==> config.mk <==
export PLATFORM = sky130hd
export DESIGN_NAME = fifo_id_allocator_with_tags
export DESIGN_NICKNAME = d
export VERILOG_FILES = /design/src/sv/fid_pkg.sv /design/src/sv/fid_ram.sv /design/src/sv/fifo_id_allocator_with_tags.sv
export SDC_FILE = /design/constraint.sdc
export NUM_CORES = 2
export LEC_CHECK = 0
export BUFFER_PORTS_ARGS = -buffer_cell sky130_fd_sc_hd__buf_2
export CORE_ASPECT_RATIO = 1.1
export CORE_MARGIN = 3
export CORE_UTILIZATION = 54
export DETAILED_ROUTE_END_ITERATION = 8
export PLACE_DENSITY_LB_ADDON = 0.2
export SYNTH_ARGS = -nofsm -noshare
export SYNTH_HDL_FRONTEND = slang
export SYNTH_SLANG_ARGS = --single-unit
==> constraint.sdc <==
create_clock -name clk -period 4.8 [get_ports clk]
set_clock_uncertainty 0.05 [all_clocks]
set_input_delay 0.48 -clock clk [delete_from_list [all_inputs] [get_ports clk]]
set_output_delay 0.48 -clock clk [all_outputs]
set_load 0.05 [all_outputs]
==> src/sv/fid_pkg.sv <==
// Shared constants and types for the FIFO identifier allocator.
`default_nettype none

package fid_pkg;

    localparam int ID_COUNT = 64;
    localparam int TAG_BITS = 32;

    localparam int ID_ADDR_BITS = $clog2(ID_COUNT);
    localparam int COUNT_BITS   = $clog2(ID_COUNT + 1);

    typedef enum logic [1:0] {
        KIND_ALLOC   = 2'd0,
        KIND_RELEASE = 2'd1,
        KIND_SET_TAG = 2'd2,
        KIND_GET_TAG = 2'd3
    } kind_t;

    typedef enum logic [1:0] {
        STATUS_OK        = 2'd0,
        STATUS_NONE_FREE = 2'd1,
        STATUS_LIST_FULL = 2'd2
    } status_t;

    typedef enum logic [1:0] {
        ST_IDLE = 2'b01,
        ST_EXEC = 2'b10
    } fsm_state_t;

endpackage

`default_nettype wire

==> src/sv/fid_ram.sv <==
// Generic single-write, single-read RAM with a registered read port.
`default_nettype none

module fid_ram #(
    parameter int WIDTH = 32,
    parameter int DEPTH = 64
) (
    input  wire logic                     clk,
    input  wire logic                     wr_en,
    input  wire logic [$clog2(DEPTH)-1:0] wr_addr,
    input  wire logic [WIDTH-1:0]         wr_data,
    input  wire logic                     rd_en,
    input  wire logic [$clog2(DEPTH)-1:0] rd_addr,
    output logic      [WIDTH-1:0]         rd_data
);

    logic [WIDTH-1:0] mem_reg [DEPTH];

    always_ff @(posedge clk)
    begin
        if (wr_en)
        begin
            mem_reg[wr_addr] <= wr_data;
        end
        if (rd_en)
        begin
            rd_data <= mem_reg[rd_addr];
        end
    end

endmodule

`default_nettype wire

==> src/sv/fifo_id_allocator_with_tags.sv <==
// Top level of the FIFO free-list identifier allocator with per-identifier tags.
//
//  Channel  Direction  Handshake            Word
//  in       sink       in_valid / in_stall  kind, id, tag_in
//  out      source     out_valid / out_stall new_id, tag_out, active_now, status
//
// Each request first reads the free-list and tag RAMs when it is accepted,
// then updates them and loads the result register in ST_EXEC.
// A new request is taken in the cycle after the previous one completes.
// Reset frees every identifier and clears every tag; per-entry valid bits stand
// in for the reset contents of both RAMs, so no clearing pass is needed.
// A result held by out_stall keeps the next request waiting in ST_EXEC.
`default_nettype none

module fifo_id_allocator_with_tags #(
    parameter int ID_COUNT = fid_pkg::ID_COUNT,
    parameter int TAG_BITS = fid_pkg::TAG_BITS
) (
    input  wire logic        clk,
    input  wire logic        rst_n,
    input  wire logic        in_valid,
    output logic             in_stall,
    input  wire logic [1:0]  kind,
    input  wire logic [5:0]  id,
    input  wire logic [31:0] tag_in,
    output logic             out_valid,
    input  wire logic        out_stall,
    output logic [5:0]       new_id,
    output logic [31:0]      tag_out,
    output logic [6:0]       active_now,
    output logic [1:0]       status
);

    localparam int IdCount = ID_COUNT;
    localparam int TagBits = TAG_BITS;
    localparam int Aw      = $clog2(ID_COUNT);
    localparam int Cw      = $clog2(ID_COUNT + 1);
    localparam logic [Aw-1:0] LastSlot = Aw'(IdCount - 1);
    localparam logic [Cw-1:0] FullCount = Cw'(IdCount);

    fid_pkg::fsm_state_t state_reg, state_next;

    logic [Aw-1:0]      head_reg, head_next;
    logic [Aw-1:0]      tail_reg, tail_next;
    logic [Cw-1:0]      active_reg, active_next;
    logic [IdCount-1:0] fl_written_reg, fl_written_next;
    logic [IdCount-1:0] tag_written_reg, tag_written_next;
    logic               out_valid_reg, out_valid_next;

    logic [1:0]         kind_reg;
    logic [5:0]         id_reg;
    logic [TagBits-1:0] tag_reg;

    logic [5:0]  new_id_reg, new_id_next;
    logic [31:0] tag_out_reg, tag_out_next;
    logic [6:0]  active_now_reg;
    logic [1:0]  status_reg, status_next;

    logic               accept;
    logic               finish;
    logic               id_ok;
    logic [Aw-1:0]      id_addr;

    logic               fl_wr_en;
    logic [Aw-1:0]      fl_rdata;
    logic               tag_wr_en;
    logic [TagBits-1:0] tag_wr_data;
    logic [TagBits-1:0] tag_rdata;

    assign in_stall   = (state_reg != fid_pkg::ST_IDLE);
    assign accept     = in_valid && !in_stall;
    assign finish     = (state_reg == fid_pkg::ST_EXEC) && (!out_valid_reg || !out_stall);

    assign out_valid  = out_valid_reg;
    assign new_id     = new_id_reg;
    assign tag_out    = tag_out_reg;
    assign active_now = active_now_reg;
    assign status     = status_reg;

    assign id_ok   = (13'(id_reg) < 13'(IdCount));
    assign id_addr = id_reg[Aw-1:0];

    // The free list is read at the head and the tag table at the request's id.
    fid_ram #(
        .WIDTH(Aw),
        .DEPTH(IdCount)
    ) u_free_list (
        .clk     (clk),
        .wr_en   (fl_wr_en),
        .wr_addr (tail_reg),
        .wr_data (id_addr),
        .rd_en   (accept),
        .rd_addr (head_reg),
        .rd_data (fl_rdata)
    );

    fid_ram #(
        .WIDTH(TagBits),
        .DEPTH(IdCount)
    ) u_tag_table (
        .clk     (clk),
        .wr_en   (tag_wr_en),
        .wr_addr (id_addr),
        .wr_data (tag_wr_data),
        .rd_en   (accept),
        .rd_addr (id[Aw-1:0]),
        .rd_data (tag_rdata)
    );

    always_comb
    begin
        state_next       = state_reg;
        head_next        = head_reg;
        tail_next        = tail_reg;
        active_next      = active_reg;
        fl_written_next  = fl_written_reg;
        tag_written_next = tag_written_reg;
        out_valid_next   = out_valid_reg && out_stall;
        fl_wr_en         = 1'b0;
        tag_wr_en        = 1'b0;
        tag_wr_data      = tag_reg;
        new_id_next      = '0;
        tag_out_next     = '0;
        status_next      = fid_pkg::STATUS_OK;

        case (state_reg)
            fid_pkg::ST_IDLE:
            begin
                if (accept)
                begin
                    state_next = fid_pkg::ST_EXEC;
                end
            end
            fid_pkg::ST_EXEC:
            begin
                if (finish)
                begin
                    state_next     = fid_pkg::ST_IDLE;
                    out_valid_next = 1'b1;
                    case (kind_reg)
                        fid_pkg::KIND_ALLOC:
                        begin
                            if (active_reg == FullCount)
                            begin
                                status_next = fid_pkg::STATUS_NONE_FREE;
                            end
                            else
                            begin
                                // An entry never written is taken to hold its own index.
                                new_id_next = 6'(fl_written_reg[head_reg] ? fl_rdata : head_reg);
                                head_next   = (head_reg == LastSlot) ? '0 : head_reg + 1'b1;
                                active_next = active_reg + 1'b1;
                            end
                        end
                        fid_pkg::KIND_RELEASE:
                        begin
                            if (id_ok)
                            begin
                                if (active_reg == '0)
                                begin
                                    status_next = fid_pkg::STATUS_LIST_FULL;
                                end
                                else
                                begin
                                    tag_wr_en                 = 1'b1;
                                    tag_wr_data               = '0;
                                    tag_written_next[id_addr] = 1'b1;
                                    fl_wr_en                  = 1'b1;
                                    fl_written_next[tail_reg] = 1'b1;
                                    tail_next   = (tail_reg == LastSlot) ? '0 : tail_reg + 1'b1;
                                    active_next = active_reg - 1'b1;
                                end
                            end
                        end
                        fid_pkg::KIND_SET_TAG:
                        begin
                            if (id_ok)
                            begin
                                tag_wr_en                 = 1'b1;
                                tag_written_next[id_addr] = 1'b1;
                            end
                        end
                        default:
                        begin
                            if (id_ok && tag_written_reg[id_addr])
                            begin
                                tag_out_next = 32'(tag_rdata);
                            end
                        end
                    endcase
                end
            end
            default:
            begin
                state_next = fid_pkg::ST_IDLE;
            end
        endcase
    end

    always_ff @(posedge clk or negedge rst_n)
    begin
        if (!rst_n)
        begin
            state_reg       <= fid_pkg::ST_IDLE;
            head_reg        <= '0;
            tail_reg        <= '0;
            active_reg      <= '0;
            fl_written_reg  <= '0;
            tag_written_reg <= '0;
            out_valid_reg   <= 1'b0;
        end
        else
        begin
            state_reg       <= state_next;
            head_reg        <= head_next;
            tail_reg        <= tail_next;
            active_reg      <= active_next;
            fl_written_reg  <= fl_written_next;
            tag_written_reg <= tag_written_next;
            out_valid_reg   <= out_valid_next;
        end
    end

    always_ff @(posedge clk)
    begin
        if (accept)
        begin
            kind_reg <= kind;
            id_reg   <= id;
            tag_reg  <= tag_in[TagBits-1:0];
        end
        if (finish)
        begin
            new_id_reg     <= new_id_next;
            tag_out_reg    <= tag_out_next;
            active_now_reg <= 7'(active_next);
            status_reg     <= status_next;
        end
    end

endmodule

`default_nettype wire
==> impl_metrics.yaml <==
outcome:
  status: "finished, final reports clean"
sta:
  rsz0062_at_grt: "no"
  final.min_clock_period_ps: 4279
  hold_viol: 0
  maxSlewViolCount: 0
  fmax_ghz: 0.2337
  max-slew-margin-rel_pct: 14.40
  holdWs_ps: 104.9
  finalSetupViolations: 0
  min_period_over_period_pct: 89.14
  tightestPinTransition_ps: 1284
  fin_tns_setup_ps: 0
setup_path:
  crit_type: "reg2reg"
  critPathCaptureType: "flop"
  startpoint: "active_reg[0]"
  slowest_stage: "dfrtp_1"
  crit_path_max_fanout: 18
  cpPeakStageDelay_ps: 500
  cp.buffers_inverters: 3
  critical_path.top_delay_family: "simple AND/OR/NAND/NOR gates"
  required_ps: 5320
  r2r-start: "active_reg[0]"
  path_common_cell: "buf_4"
  worstSetupStartpointType: "flop"
  crit_chain: "inv_1 -> ha_1 -> or3b_1 -> o41a_1 -> o211ai_1 -> nor2_1 -> nand2_1 -> buf_4 -> nor2_4 -> buf_4"
  cp.arrival_ps: 4800
clocking:
  cts_max_path_buffers: 4
  root_buffer: "clkbuf_16"
  cts_htree_levels: 5
  numCtsBuffers: 284
  clock_latency_ps: 920
  cts_sinks: 2707
  cts_tree: "yes"
  postCtsResizedCells: 0
  clkTransAtPathRegs_ps: 60
floorplan:
  die_w_um: 424.0
  die_y_um: 465.8
  row_count: 168
  core_area_um2: 190900
  start_util_pct: 54.38
  io_pins: 93
  die_area_um2: 197500
synth:
  synth_area_um2: 103800
  async_flop_share_pct: 5.541
  synth_edf_count: 2557
  yosysWarningCount: 0
  ys.flop_type: "edfxtp_1"
  synth-seq-cells: 2707
  avgSynthCellArea_um2: 23.26
  seq_area_frac_synth_pct: 77.60
  synth_cell_type_count: 58
  syn_nets: 4514
  syn_inst: 4463
grt:
  grtUsageMet2_pct: 39.31
  grt_max_degree: 80
  antenna_found_initial: 12
  grtUsageTotal_pct: 24.71
  grt_overflow_total: 0
  grt_pass1_vias: 49490
  met1_usage_pct: 36.32
  grt_pass1_wl_um: 352200
  use_met3_pct: 4.901
  grt.busiest_layer: "met2"
route:
  wl_per_cell_um: 31.71
  drc_errors: 0
  via_per_inst: 6.344
  postRouteAntennaNets: 0
  wl_um: 239900
  vias: 48000
  drt_iter0_markers: 5277
  dr.pass1.iters: 7
finish:
  largest_register_ffs: 2048
  fill_cells: 12950
  nets: 4864
  area_growth_pct: 13.65
  drive_above_1_share_pct: 31.84
run:
  max_cap_violations: 0
placed_design:
  gp_congestion: 0.8055
  hpwlAfterDp_um: 141600
  port_buffers: 92
pwr:
  ir_worst_vdd_v: 0.0003379
  p_leak_nw: 37.71
  finalPower_mw: 51.55
  power.density_nw_per_um2: 437.0
hold_path:
  hold_class: "in2async"
-- stage by stage --
stage,worst slack (ps),utilization (%),cells,cell area (um^2)
4_1_cts,586.2,61.80,7563,117900
3_3_place_gp,663.6,56.95,7040,108700
3_5_place_dp,576.6,56.95,7040,108700
2_1_floorplan,714.6,-,4463,103800
6_report,521.4,61.80,7566,118000
5_1_grt,276.1,61.80,7564,117900
-- layout make-up --
cell class                      instances  area [um^2]  area share [%]
Timing Repair Buffer                  315         2688           2.279
Clock inverter                        132         1325           1.123
Tap cell                             2550         3191           2.705
Sequential cell                      2707        80550           68.29
Clock buffer                          354         7546           6.397
Inverter                               13        50.05         0.04243
Multi-Input combinational cell       1492        22600           19.16
Antenna cell                            3        7.507        0.006365
-- metal layers --
layer,routed length (um),vias to the layer above
li1,-,19650
met1,98150,26120
met2,119000,1940
met3,18590,280
met4,4188,4
met5,26,-
-- cell usage in the layout, fill, tap and decap left out, types with 7 or more instances in the layout --
cell / n
ha_1: 7
dlygate4sd3_1: 37
o22ai_1: 8
buf_4: 154
a21oi_1: 32
and2_2: 32
mux2_2: 18
nand2_1: 63
a22oi_1: 9
o21bai_1: 96
buf_12: 33
inv_1: 12
edfxtp_1: 2557
o21ai_0: 16
nor2_4: 65
mux2i_1: 35
nand3_1: 18
a211oi_1: 41
nor2b_1: 27
clkbuf_1: 58
and3_1: 39
a221oi_1: 7
clkbuf_16: 289
dfrtp_1: 146
clkinv_2: 41
nor2_1: 86
clkinv_1: 54
buf_2: 86
mux4_2: 786
bufinv_16: 27
or2_2: 32
clkbuf_8: 8
-- cell usage after synthesis (5+ instances only) --
master,n,share of area [%]
nor2_1,151,0.55
mux2_2,18,0.20
buf_1,30,0.11
a21oi_1,32,0.15
nand4_1,5,0.030
nand3b_1,5,0.036
o22ai_1,8,0.048
ha_1,7,0.084
and3b_1,5,0.042
mux2i_1,35,0.34
buf_2,76,0.37
dfrtp_1,149,3.6
buf_4,19,0.14
o21bai_1,96,0.69
edfxtp_1,2557,74
a211oi_1,41,0.30
nand2_1,64,0.23
or2_2,32,0.19
inv_1,12,0.043
nand3_1,18,0.087
nor3_1,5,0.024
a22oi_1,9,0.065
and3_1,39,0.24
and2_1,35,0.21
o31ai_1,5,0.036
clkbuf_1,122,0.44
mux4_2,786,17
o21ai_0,16,0.077
a221oi_1,7,0.059
nor2b_1,27,0.16
-- report_power, final --
| part | internal [mW] | leakage (nW) | total, mW | switching [mW] |
|---|---|---|---|---|
| Clock | 12.6 | 4.34 | 21.2 | 8.63 |
| Combinational | 1.70 | 8.22 | 3.89 | 2.19 |
| Sequential | 26.2 | 25.1 | 26.5 | 0.265 |
| Total | 40.5 | 37.7 | 51.6 | 11.1 |
-- path summary, 6_finish.rpt --
path,end,slack [ps],cells after the start
worst max-delay path,u_tag_table.mem_reg[25][29],520,10
worst min-delay path,head_reg[4],100,2
worst max register to register,u_tag_table.mem_reg[25][29],520,10
worst min register to register,tag_written_reg[34],410,2
max in group asynchronous,fl_written_reg[29],3510,3
min in group clk,id_addr[3],140,1
-- cell families (layout without fill, tap and decap cells) --
| family | Yosys count | in the layout | synth area share (%) |
|---|---|---|---|
| flops | 2707 | 2707 | 77.60 |
| mux | 839 | 839 | 17.59 |
| simple gates | 400 | 400 | 1.894 |
| buf+inv | 264 | 814 | 1.144 |
| compound gates | 241 | 241 | 1.649 |
| fa+ha+maj | 7 | 7 | 0.08438 |
| xor+xnor | 5 | 5 | 0.04219 |
| other cells | 0 | 3 | 0 |
-- timing repair --
action                     4_1_cts  5_1_grt
setup buffers                    0        0
hold buffers                    37        0
setup endpoints to repair        0        0
hold endpoints to repair       117        0
Power figures use the tool's default switching activity.
